File: config.mk
export PLATFORM = sky130hd
export DESIGN_NAME = color_space_converter
export DESIGN_NICKNAME = d
export VERILOG_FILES = /design/src/rtl/csc_pkg.sv /design/src/rtl/color_space_converter.sv
export SDC_FILE = /design/constraint.sdc
export NUM_CORES = 2
export LEC_CHECK = 0
export BUFFER_PORTS_ARGS = -buffer_cell sky130_fd_sc_hd__buf_2
export CELL_PAD_IN_SITES_DETAIL_PLACEMENT = 1
export CELL_PAD_IN_SITES_GLOBAL_PLACEMENT = 1
export CORE_MARGIN = 5
export CORE_UTILIZATION = 52
export DETAILED_ROUTE_END_ITERATION = 10
export PLACE_DENSITY = 0.88
export SETUP_SLACK_MARGIN = 0.3
export SLEW_MARGIN = 20
export SYNTH_ARGS = -nofsm -noshare
export SYNTH_HDL_FRONTEND = slang
export SYNTH_SLANG_ARGS = --single-unit
export TNS_END_PERCENT = 1
File: constraint.sdc
create_clock -name i_clk -period 14.67 [get_ports i_clk]
set_input_delay 3.6675 -clock i_clk [delete_from_list [all_inputs] [get_ports i_clk]]
set_output_delay 3.6675 -clock i_clk [all_outputs]
set_load 0.03 [all_outputs]
File: src/rtl/csc_pkg.sv
// Package for the color space converter: command codes, transfer payload types
// and the divider and pipeline constants.
// Has no dependencies of its own.
package csc_pkg;

    typedef enum logic [1:0] {
        CMD_RGB2HSV = 2'd0,
        CMD_HSV2RGB = 2'd1,
        CMD_RGB2HLS = 2'd2,
        CMD_HLS2RGB = 2'd3
    } t_cmd;

    typedef struct packed {
        t_cmd       command;
        logic [7:0] chan_a;
        logic [7:0] chan_b;
        logic [7:0] chan_c;
    } t_in_item;

    typedef struct packed {
        logic [7:0] out_a;
        logic [7:0] out_b;
        logic [7:0] out_c;
    } t_out_item;

    // Side information that travels alongside the divider lanes.
    typedef struct packed {
        t_cmd       command;
        logic       shortcut;
        logic [7:0] sc_val;
        logic [7:0] mx;
        logic [7:0] half_sum;
        logic [2:0] sec;
    } t_side;

    localparam int NUM_W      = 24;
    localparam int DEN_W      = 16;
    localparam int Q_W        = 8;
    localparam int LANES      = 3;
    localparam int DIV_STAGES = 4;
    localparam int DIV_BITS   = Q_W / DIV_STAGES;

    localparam logic [15:0] HSV_DEN_SQ = 16'd65025;
    localparam logic [15:0] HLS_DEN    = 16'd21675;

endpackage

File: src/rtl/color_space_converter.sv
// Color space converter top level: RGB to/from HSV and HLS, one pixel per clock.
// Depends on csc_pkg for the payload types, command codes and divider constants.
//
// Usage:
// The input channel (i_valid, o_stall, i_data) carries one pixel and a command per
// transfer. The output channel (o_valid, i_stall, o_data) returns one converted
// pixel per input transfer, in order. Hue is scaled to 0..255.
// The pipeline is eight register stages deep. Throughput is one pixel per clock
// while the receiver does not stall; it is set by the restoring divider, three
// lanes wide, that resolves two quotient bits in each of its four stages.
// The stages are an input register, a min/max and product stage, a numerator
// stage, four divider stages and the output register.
// Each stage holds its own valid bit and advances whenever the stage after it is
// empty or advancing, so bubbles are squeezed out while the receiver stalls.
// o_stall rises only once every stage is full and i_stall is high; a stalled
// result holds its value. A synchronous active-low reset empties the pipeline.
module color_space_converter (
    input  logic                i_clk,
    input  logic                i_rst_n,
    input  logic                i_valid,
    output logic                o_stall,
    input  csc_pkg::t_in_item   i_data,
    output logic                o_valid,
    input  logic                i_stall,
    output csc_pkg::t_out_item  o_data
);

    localparam int NSTG = csc_pkg::DIV_STAGES + 4;

    logic [NSTG-1:0] r_v;
    logic [NSTG-1:0] en;

    always_comb begin
        en[NSTG-1] = !r_v[NSTG-1] || !i_stall;
        for (int k = NSTG - 2; k >= 0; k--) begin
            en[k] = !r_v[k] || en[k+1];
        end
    end

    assign o_stall = !en[0];
    assign o_valid = r_v[NSTG-1];

    always_ff @(posedge i_clk) begin
        if (!i_rst_n) begin
            r_v <= '0;
        end else begin
            for (int k = 0; k < NSTG; k++) begin
                if (en[k]) begin
                    r_v[k] <= (k == 0) ? i_valid : r_v[(k == 0) ? 0 : k - 1];
                end
            end
        end
    end

    function automatic logic [6:0] hls_k(input logic [7:0] h);
        logic [8:0] dn;
        dn = 9'd340 - {h, 1'b0};
        if (h <= 8'd42) begin
            hls_k = {h[5:0], 1'b0};
        end else if (h <= 8'd127) begin
            hls_k = 7'd85;
        end else if (h < 8'd170) begin
            hls_k = dn[6:0];
        end else begin
            hls_k = 7'd0;
        end
    endfunction

    // Input register.
    csc_pkg::t_in_item r_in;
    always_ff @(posedge i_clk) begin
        if (en[0]) begin
            r_in <= i_data;
        end
    end

    // Stage 1: extremes, hue sector, narrow products and hue ramp weights.
    logic [7:0]  s_a, s_b, s_c, n1_mx, n1_mn, n1_f;
    logic [10:0] sixa, f_full;
    logic [2:0]  sec_raw;
    logic [7:0]  ha0, ha2;
    logic [1:0]  n1_maxsel;

    always_comb begin
        s_a = r_in.chan_a;
        s_b = r_in.chan_b;
        s_c = r_in.chan_c;
        n1_mx = s_a;
        if (s_b > n1_mx) n1_mx = s_b;
        if (s_c > n1_mx) n1_mx = s_c;
        n1_mn = s_a;
        if (s_b < n1_mn) n1_mn = s_b;
        if (s_c < n1_mn) n1_mn = s_c;
        if (s_a == n1_mx) begin
            n1_maxsel = 2'd0;
        end else if (s_b == n1_mx) begin
            n1_maxsel = 2'd1;
        end else begin
            n1_maxsel = 2'd2;
        end
        sixa = 11'(s_a) * 11'd6;
        if (sixa >= 11'd1530) sec_raw = 3'd6;
        else if (sixa >= 11'd1275) sec_raw = 3'd5;
        else if (sixa >= 11'd1020) sec_raw = 3'd4;
        else if (sixa >= 11'd765) sec_raw = 3'd3;
        else if (sixa >= 11'd510) sec_raw = 3'd2;
        else if (sixa >= 11'd255) sec_raw = 3'd1;
        else sec_raw = 3'd0;
        f_full = sixa - 11'(sec_raw) * 11'd255;
        n1_f = f_full[7:0];
        ha0 = (s_a > 8'd170) ? s_a - 8'd170 : s_a + 8'd85;
        ha2 = (s_a >= 8'd85) ? s_a - 8'd85 : s_a + 8'd170;
    end

    csc_pkg::t_cmd r1_cmd;
    logic [7:0]  r1_a, r1_b, r1_c, r1_mx, r1_delta;
    logic [8:0]  r1_sum;
    logic [1:0]  r1_maxsel;
    logic [2:0]  r1_sec;
    logic [15:0] r1_sf, r1_sg, r1_ls;
    logic [6:0]  r1_k [csc_pkg::LANES];

    always_ff @(posedge i_clk) begin
        if (en[1]) begin
            r1_cmd    <= r_in.command;
            r1_a      <= s_a;
            r1_b      <= s_b;
            r1_c      <= s_c;
            r1_mx     <= n1_mx;
            r1_delta  <= n1_mx - n1_mn;
            r1_sum    <= 9'(n1_mx) + 9'(n1_mn);
            r1_maxsel <= n1_maxsel;
            r1_sec    <= (sec_raw == 3'd6) ? 3'd0 : sec_raw;
            r1_sf     <= 16'(s_b) * 16'(n1_f);
            r1_sg     <= 16'(s_b) * 16'(8'd255 - n1_f);
            r1_ls     <= 16'(s_b) * 16'(s_c);
            r1_k[0]   <= hls_k(ha0);
            r1_k[1]   <= hls_k(s_a);
            r1_k[2]   <= hls_k(ha2);
        end
    end

    // Stage 2: numerators and denominators of the three divider lanes.
    logic [19:0] hx, hn, hw, d510;
    logic [16:0] ls2, dm;
    logic [17:0] m1;
    logic [8:0]  sden;
    logic [csc_pkg::NUM_W-1:0] n2_num [csc_pkg::LANES];
    logic [csc_pkg::DEN_W-1:0] n2_den [csc_pkg::LANES];
    csc_pkg::t_side n2_side;

    always_comb begin
        case (r1_maxsel)
            2'd0:    hx = 20'(r1_b) - 20'(r1_c);
            2'd1:    hx = 20'({r1_delta, 1'b0}) + 20'(r1_c) - 20'(r1_a);
            default: hx = 20'({r1_delta, 2'b0}) + 20'(r1_a) - 20'(r1_b);
        endcase
        hn   = hx * 20'd85;
        d510 = 20'(r1_delta) * 20'd510;
        hw   = hn[19] ? hn + d510 : hn;
        sden = (r1_sum < 9'd256) ? r1_sum : 9'd511 - r1_sum;
        ls2  = {r1_ls, 1'b0};
        if (!r1_b[7]) begin
            dm = ls2;
            m1 = 18'(r1_b) * 18'd255 - 18'(r1_ls);
        end else begin
            dm = 17'(r1_c) * 17'd510 - ls2;
            m1 = 18'(r1_b) * 18'd255 + 18'(r1_ls) - 18'(r1_c) * 18'd255;
        end

        n2_side.command  = r1_cmd;
        n2_side.mx       = r1_mx;
        n2_side.half_sum = r1_sum[8:1];
        n2_side.sec      = r1_sec;
        case (r1_cmd)
            csc_pkg::CMD_HSV2RGB: begin
                n2_side.shortcut = (r1_b == 8'd0);
                n2_side.sc_val   = r1_c;
                n2_num[0] = 24'(r1_c) * 24'(8'd255 - r1_b);
                n2_den[0] = 16'd255;
                n2_num[1] = 24'(r1_c) * 24'(csc_pkg::HSV_DEN_SQ - r1_sf);
                n2_den[1] = csc_pkg::HSV_DEN_SQ;
                n2_num[2] = 24'(r1_c) * 24'(csc_pkg::HSV_DEN_SQ - r1_sg);
                n2_den[2] = csc_pkg::HSV_DEN_SQ;
            end
            csc_pkg::CMD_HLS2RGB: begin
                n2_side.shortcut = (r1_c == 8'd0);
                n2_side.sc_val   = r1_b;
                for (int l = 0; l < csc_pkg::LANES; l++) begin
                    n2_num[l] = 24'(m1) * 24'd85 + 24'(dm) * 24'(r1_k[l]);
                    n2_den[l] = csc_pkg::HLS_DEN;
                end
            end
            default: begin
                n2_side.shortcut = (r1_delta == 8'd0);
                n2_side.sc_val   = r1_mx;
                n2_num[0] = 24'(hw);
                n2_den[0] = 16'({r1_delta, 1'b0});
                n2_num[1] = 24'(r1_delta) * 24'd255;
                n2_den[1] = (r1_cmd == csc_pkg::CMD_RGB2HSV) ? 16'(r1_mx) : 16'(sden);
                n2_num[2] = '0;
                n2_den[2] = '0;
            end
        endcase
    end

    logic [csc_pkg::NUM_W-1:0] r2_num [csc_pkg::LANES];
    logic [csc_pkg::DEN_W-1:0] r2_den [csc_pkg::LANES];
    csc_pkg::t_side r2_side;

    always_ff @(posedge i_clk) begin
        if (en[2]) begin
            r2_num  <= n2_num;
            r2_den  <= n2_den;
            r2_side <= n2_side;
        end
    end

    // Stages 3 to 6: restoring divider, two quotient bits per stage.
    logic [csc_pkg::NUM_W-1:0] r_drem [csc_pkg::DIV_STAGES][csc_pkg::LANES];
    logic [csc_pkg::DEN_W-1:0] r_dden [csc_pkg::DIV_STAGES][csc_pkg::LANES];
    logic [csc_pkg::Q_W-1:0]   r_dq   [csc_pkg::DIV_STAGES][csc_pkg::LANES];
    csc_pkg::t_side            r_dside [csc_pkg::DIV_STAGES];
    logic [csc_pkg::NUM_W-1:0] n_drem [csc_pkg::DIV_STAGES][csc_pkg::LANES];
    logic [csc_pkg::Q_W-1:0]   n_dq   [csc_pkg::DIV_STAGES][csc_pkg::LANES];

    always_comb begin
        logic [csc_pkg::NUM_W-1:0] rem;
        logic [csc_pkg::NUM_W-1:0] trial;
        logic [csc_pkg::Q_W-1:0]   q;
        for (int g = 0; g < csc_pkg::DIV_STAGES; g++) begin
            for (int l = 0; l < csc_pkg::LANES; l++) begin
                rem = (g == 0) ? r2_num[l] : r_drem[(g == 0) ? 0 : g - 1][l];
                q   = (g == 0) ? '0 : r_dq[(g == 0) ? 0 : g - 1][l];
                for (int bb = 0; bb < csc_pkg::DIV_BITS; bb++) begin
                    trial = csc_pkg::NUM_W'((g == 0) ? r2_den[l]
                                                     : r_dden[(g == 0) ? 0 : g - 1][l])
                            << (csc_pkg::Q_W - 1 - csc_pkg::DIV_BITS * g - bb);
                    if (rem >= trial) begin
                        rem = rem - trial;
                        q   = {q[csc_pkg::Q_W-2:0], 1'b1};
                    end else begin
                        q   = {q[csc_pkg::Q_W-2:0], 1'b0};
                    end
                end
                n_drem[g][l] = rem;
                n_dq[g][l]   = q;
            end
        end
    end

    always_ff @(posedge i_clk) begin
        for (int g = 0; g < csc_pkg::DIV_STAGES; g++) begin
            if (en[g+3]) begin
                r_drem[g] <= n_drem[g];
                r_dq[g]   <= n_dq[g];
                if (g == 0) begin
                    r_dden[g]  <= r2_den;
                    r_dside[g] <= r2_side;
                end else begin
                    r_dden[g]  <= r_dden[(g == 0) ? 0 : g - 1];
                    r_dside[g] <= r_dside[(g == 0) ? 0 : g - 1];
                end
            end
        end
    end

    // Output stage: pick results per command and hue sector.
    csc_pkg::t_out_item n_out, r_out;
    csc_pkg::t_side     fs;
    logic [7:0]         q0, q1, q2;

    always_comb begin
        fs = r_dside[csc_pkg::DIV_STAGES-1];
        q0 = r_dq[csc_pkg::DIV_STAGES-1][0];
        q1 = r_dq[csc_pkg::DIV_STAGES-1][1];
        q2 = r_dq[csc_pkg::DIV_STAGES-1][2];
        case (fs.command)
            csc_pkg::CMD_RGB2HSV: begin
                n_out.out_a = fs.shortcut ? 8'd0 : q0;
                n_out.out_b = fs.shortcut ? 8'd0 : q1;
                n_out.out_c = fs.mx;
            end
            csc_pkg::CMD_RGB2HLS: begin
                n_out.out_a = fs.shortcut ? 8'd0 : q0;
                n_out.out_b = fs.half_sum;
                n_out.out_c = fs.shortcut ? 8'd0 : q1;
            end
            csc_pkg::CMD_HSV2RGB: begin
                if (fs.shortcut) begin
                    n_out = '{fs.sc_val, fs.sc_val, fs.sc_val};
                end else begin
                    case (fs.sec)
                        3'd0:    n_out = '{fs.sc_val, q2, q0};
                        3'd1:    n_out = '{q1, fs.sc_val, q0};
                        3'd2:    n_out = '{q0, fs.sc_val, q2};
                        3'd3:    n_out = '{q0, q1, fs.sc_val};
                        3'd4:    n_out = '{q2, q0, fs.sc_val};
                        default: n_out = '{fs.sc_val, q0, q1};
                    endcase
                end
            end
            default: begin
                if (fs.shortcut) begin
                    n_out = '{fs.sc_val, fs.sc_val, fs.sc_val};
                end else begin
                    n_out = '{q0, q1, q2};
                end
            end
        endcase
    end

    always_ff @(posedge i_clk) begin
        if (en[NSTG-1]) begin
            r_out <= n_out;
        end
    end

    assign o_data = r_out;

endmodule

==> run metrics <==
vias in the first global route=85330; Placement Cell Area=96900 µm²; Worst Skew=0.0479 ns; H-tree depth=3; Non-Filler Instances=12437; Worst Path Arrival=14.05 ns; DRT iter0 DRCs=5283; highest clock rate=73.5 MHz; antenna-violating nets left=0; CP max-delay cell=edfxtp_1; CTS tree=built; clock-pin slew on the worst setup and hold paths=0.07 ns; grt met2 use=0.576; status=completed; area of the mapped netlist=94100 µm²; RSZ-0062 raised after global routing=false; Worst-Margin Slew=1.30 ns; Most Crowded Layer GR=met2; via count=76071; die width=435 µm; Req. time, crit path=15.12 ns; Final Max Slew Viols=0; post-DR vias/cell=6.12; family with the most delay on the worst path=adder cells; remaining global-route overflow=0; met1 GRT Util=0.378; Yosys cell types=103; cells after synthesis=10035; Root Driver=clkbuf_16; Startpoint Class=register; first-pass GRT wire length=493000 µm; top area cells in the synthesized netlist=edfxtp_1 24%, fa_1 18%, ha_1 15%; GRT Resource Usage Total=0.332; drt first pass iters=5; critical path peak fanout=11; Mean Syn Cell Area=9.37 µm²; CORE AREA=180000 µm²; clock sink count=756; clk_lat worst skew=0.77 ns; ys flop type=edfxtp_1; RD Place Congestion=0.980; post-synthesis net count=12037; Inserted Clock Buffers=89; Seq/Total Area, Yosys=0.241; Synth area leader=edfxtp_1; Crit path largest cell delay=0.77 ns; final non-filler cell area=100000 µm²; Yosys top cell area share=0.239; max-cap viol count=0; CTS max path bufs=3; post-DR wirelength/cell=25.5 µm; Core Rows=156; placed cells=12261; Post-synth EDFFs=748; Initial Utilization=0.522; post-layout min period=13.60 ns; share of flip-flops with an asynchronous set or reset=0; post-detailed-placement half-perimeter wirelength=247000 µm; FF+latch count, synth=756; layout cells sized above 1=0.0465; GRT met3 Usage=0.0457; IO Count=56; worst hold path type=register to register; relative slew slack=0.121; final number of hold-violating endpoints=0; die area=189000 µm²; Residual DRC=0; largest net degree at the start of global routing=124; Yosys warnings=0; final wirelength=317000 µm; Nets=11986; Crit path buffers/inverters=10; Final Setup Violations=0; die height=435 µm; fin crit share=0.927; Crit. End Element=register; Final TNS setup=0 ns; Post-CTS Hold Buffers=0; Area growth, synth to finish=6.33%; CP Class=register to register; number of port buffers=55; antenna violations before repair=12
==> path summary, 6_finish.rpt <==
path | start | endpoint | slack, ns | depth (start not counted)
setup reg to reg | r1_b[4] | r2_num[47] | 1.07 | 46
setup / recovery | r1_b[4] | r2_num[47] | 1.07 | 46
hold reg to reg | r_dside[1][29] | r_dside[2][29] | 0.40 | 0
hold / removal | r_dside[1][29] | r_dside[2][29] | 0.40 | 0
==> cells in the final DEF (no fill, tap or decap), drive strengths merged, types with 26 or more instances in the layout <==
master  instances
nor3          145
clkinv         42
and3           61
and2          388
or3            51
buf           145
fa            859
mux2           67
xor2          194
ha           1113
o21bai         83
a31oi          76
clkbuf        105
nand3b         26
o31ai          70
or4            30
nor4           33
a211oi        105
o211ai         36
a21o          149
or2            40
nand4          73
nand2         830
edfxtp        748
nor2b         166
nand2b        122
o21a          113
xnor2         454
o21ai         419
a21boi         42
mux2i         137
a21oi         573
inv          1497
nand3         107
nor2          637
a211o          33
==> flip-flops by register name, summed over array words and instances (netlist names), 16 cells and up <==
register / cells
r2_num: 72
r_dden: 57
r_drem: 216
r_dside: 120
r_dq: 60
r1_sg: 16
r2_den: 19
r1_k: 21
o_data: 24
r1_ls: 16
r1_sf: 16
r2_side: 30
==> cells in the mapped netlist, types with 67 or more instances <==
cell      instances
inv_1          1478
a31oi_1          76
o21bai_1         83
xnor2_1         454
o21ai_0         410
nand2_1         830
ha_1           1113
nand2b_1        122
and2_1          388
o21a_1          112
a211oi_1        103
edfxtp_1        748
mux2_2           67
a21o_1          149
nor2_1          634
fa_1            859
clkbuf_1        225
o31ai_1          68
xor2_1          194
mux2i_1         137
nand4_1          73
nand3_1         107
nor3_1          145
nor2b_1         166
a21oi_1         573
==> metal layers <==
layer / part of all wire / vias to the layer above
li1: - / 33871
met1: 0.37 / 38543
met2: 0.49 / 2623
met3: 0.054 / 1024
met4: 0.084 / 10
met5: 0.00023 / -
==> repair_timing <==
| action | CTS | global route |
|---|---|---|
| setup buffers | 0 | 2 |
| endpoints found under the setup margin | 0 | 1 |
| resized for setup | 0 | 2 |
==> layout make-up <==
type,instances,area (µm²)
diodes,7,17.5
clock buffers,105,2310
clock inverters,62,732
fillers,20437,80300
inverters,1496,5630
multi-input cells,7496,64800
flip-flops and latches,756,22600
well taps,2370,2970
repair buffers,145,963
==> per-stage QoR <==
| stage | hold slack (ns) | utilization | worst slack (ns) |
|---|---|---|---|
| 2_1_floorplan | 0.400 | - | 2.78 |
| 3_3_place_gp | 0.401 | 0.537 | 1.47 |
| 3_5_place_dp | 0.405 | 0.537 | 1.03 |
| 4_1_cts | 0.395 | 0.554 | 0.982 |
| 5_1_grt | 0.416 | 0.554 | 0.295 |
| 6_report | 0.405 | 0.555 | 1.07 |
==> cells by family after synthesis <==
logic type	synth area share
AOI/OAI and AO/OA	0.129
adders and majority gates	0.331
xor gates and xnor gates	0.0606
and+or+nand+nor	0.145
buffers and inverters	0.0719
muxes	0.0226
DFF	0.241
Power is not shown: default switching activity piles up to over one toggle a cycle in this logic, so the estimate is an artifact.
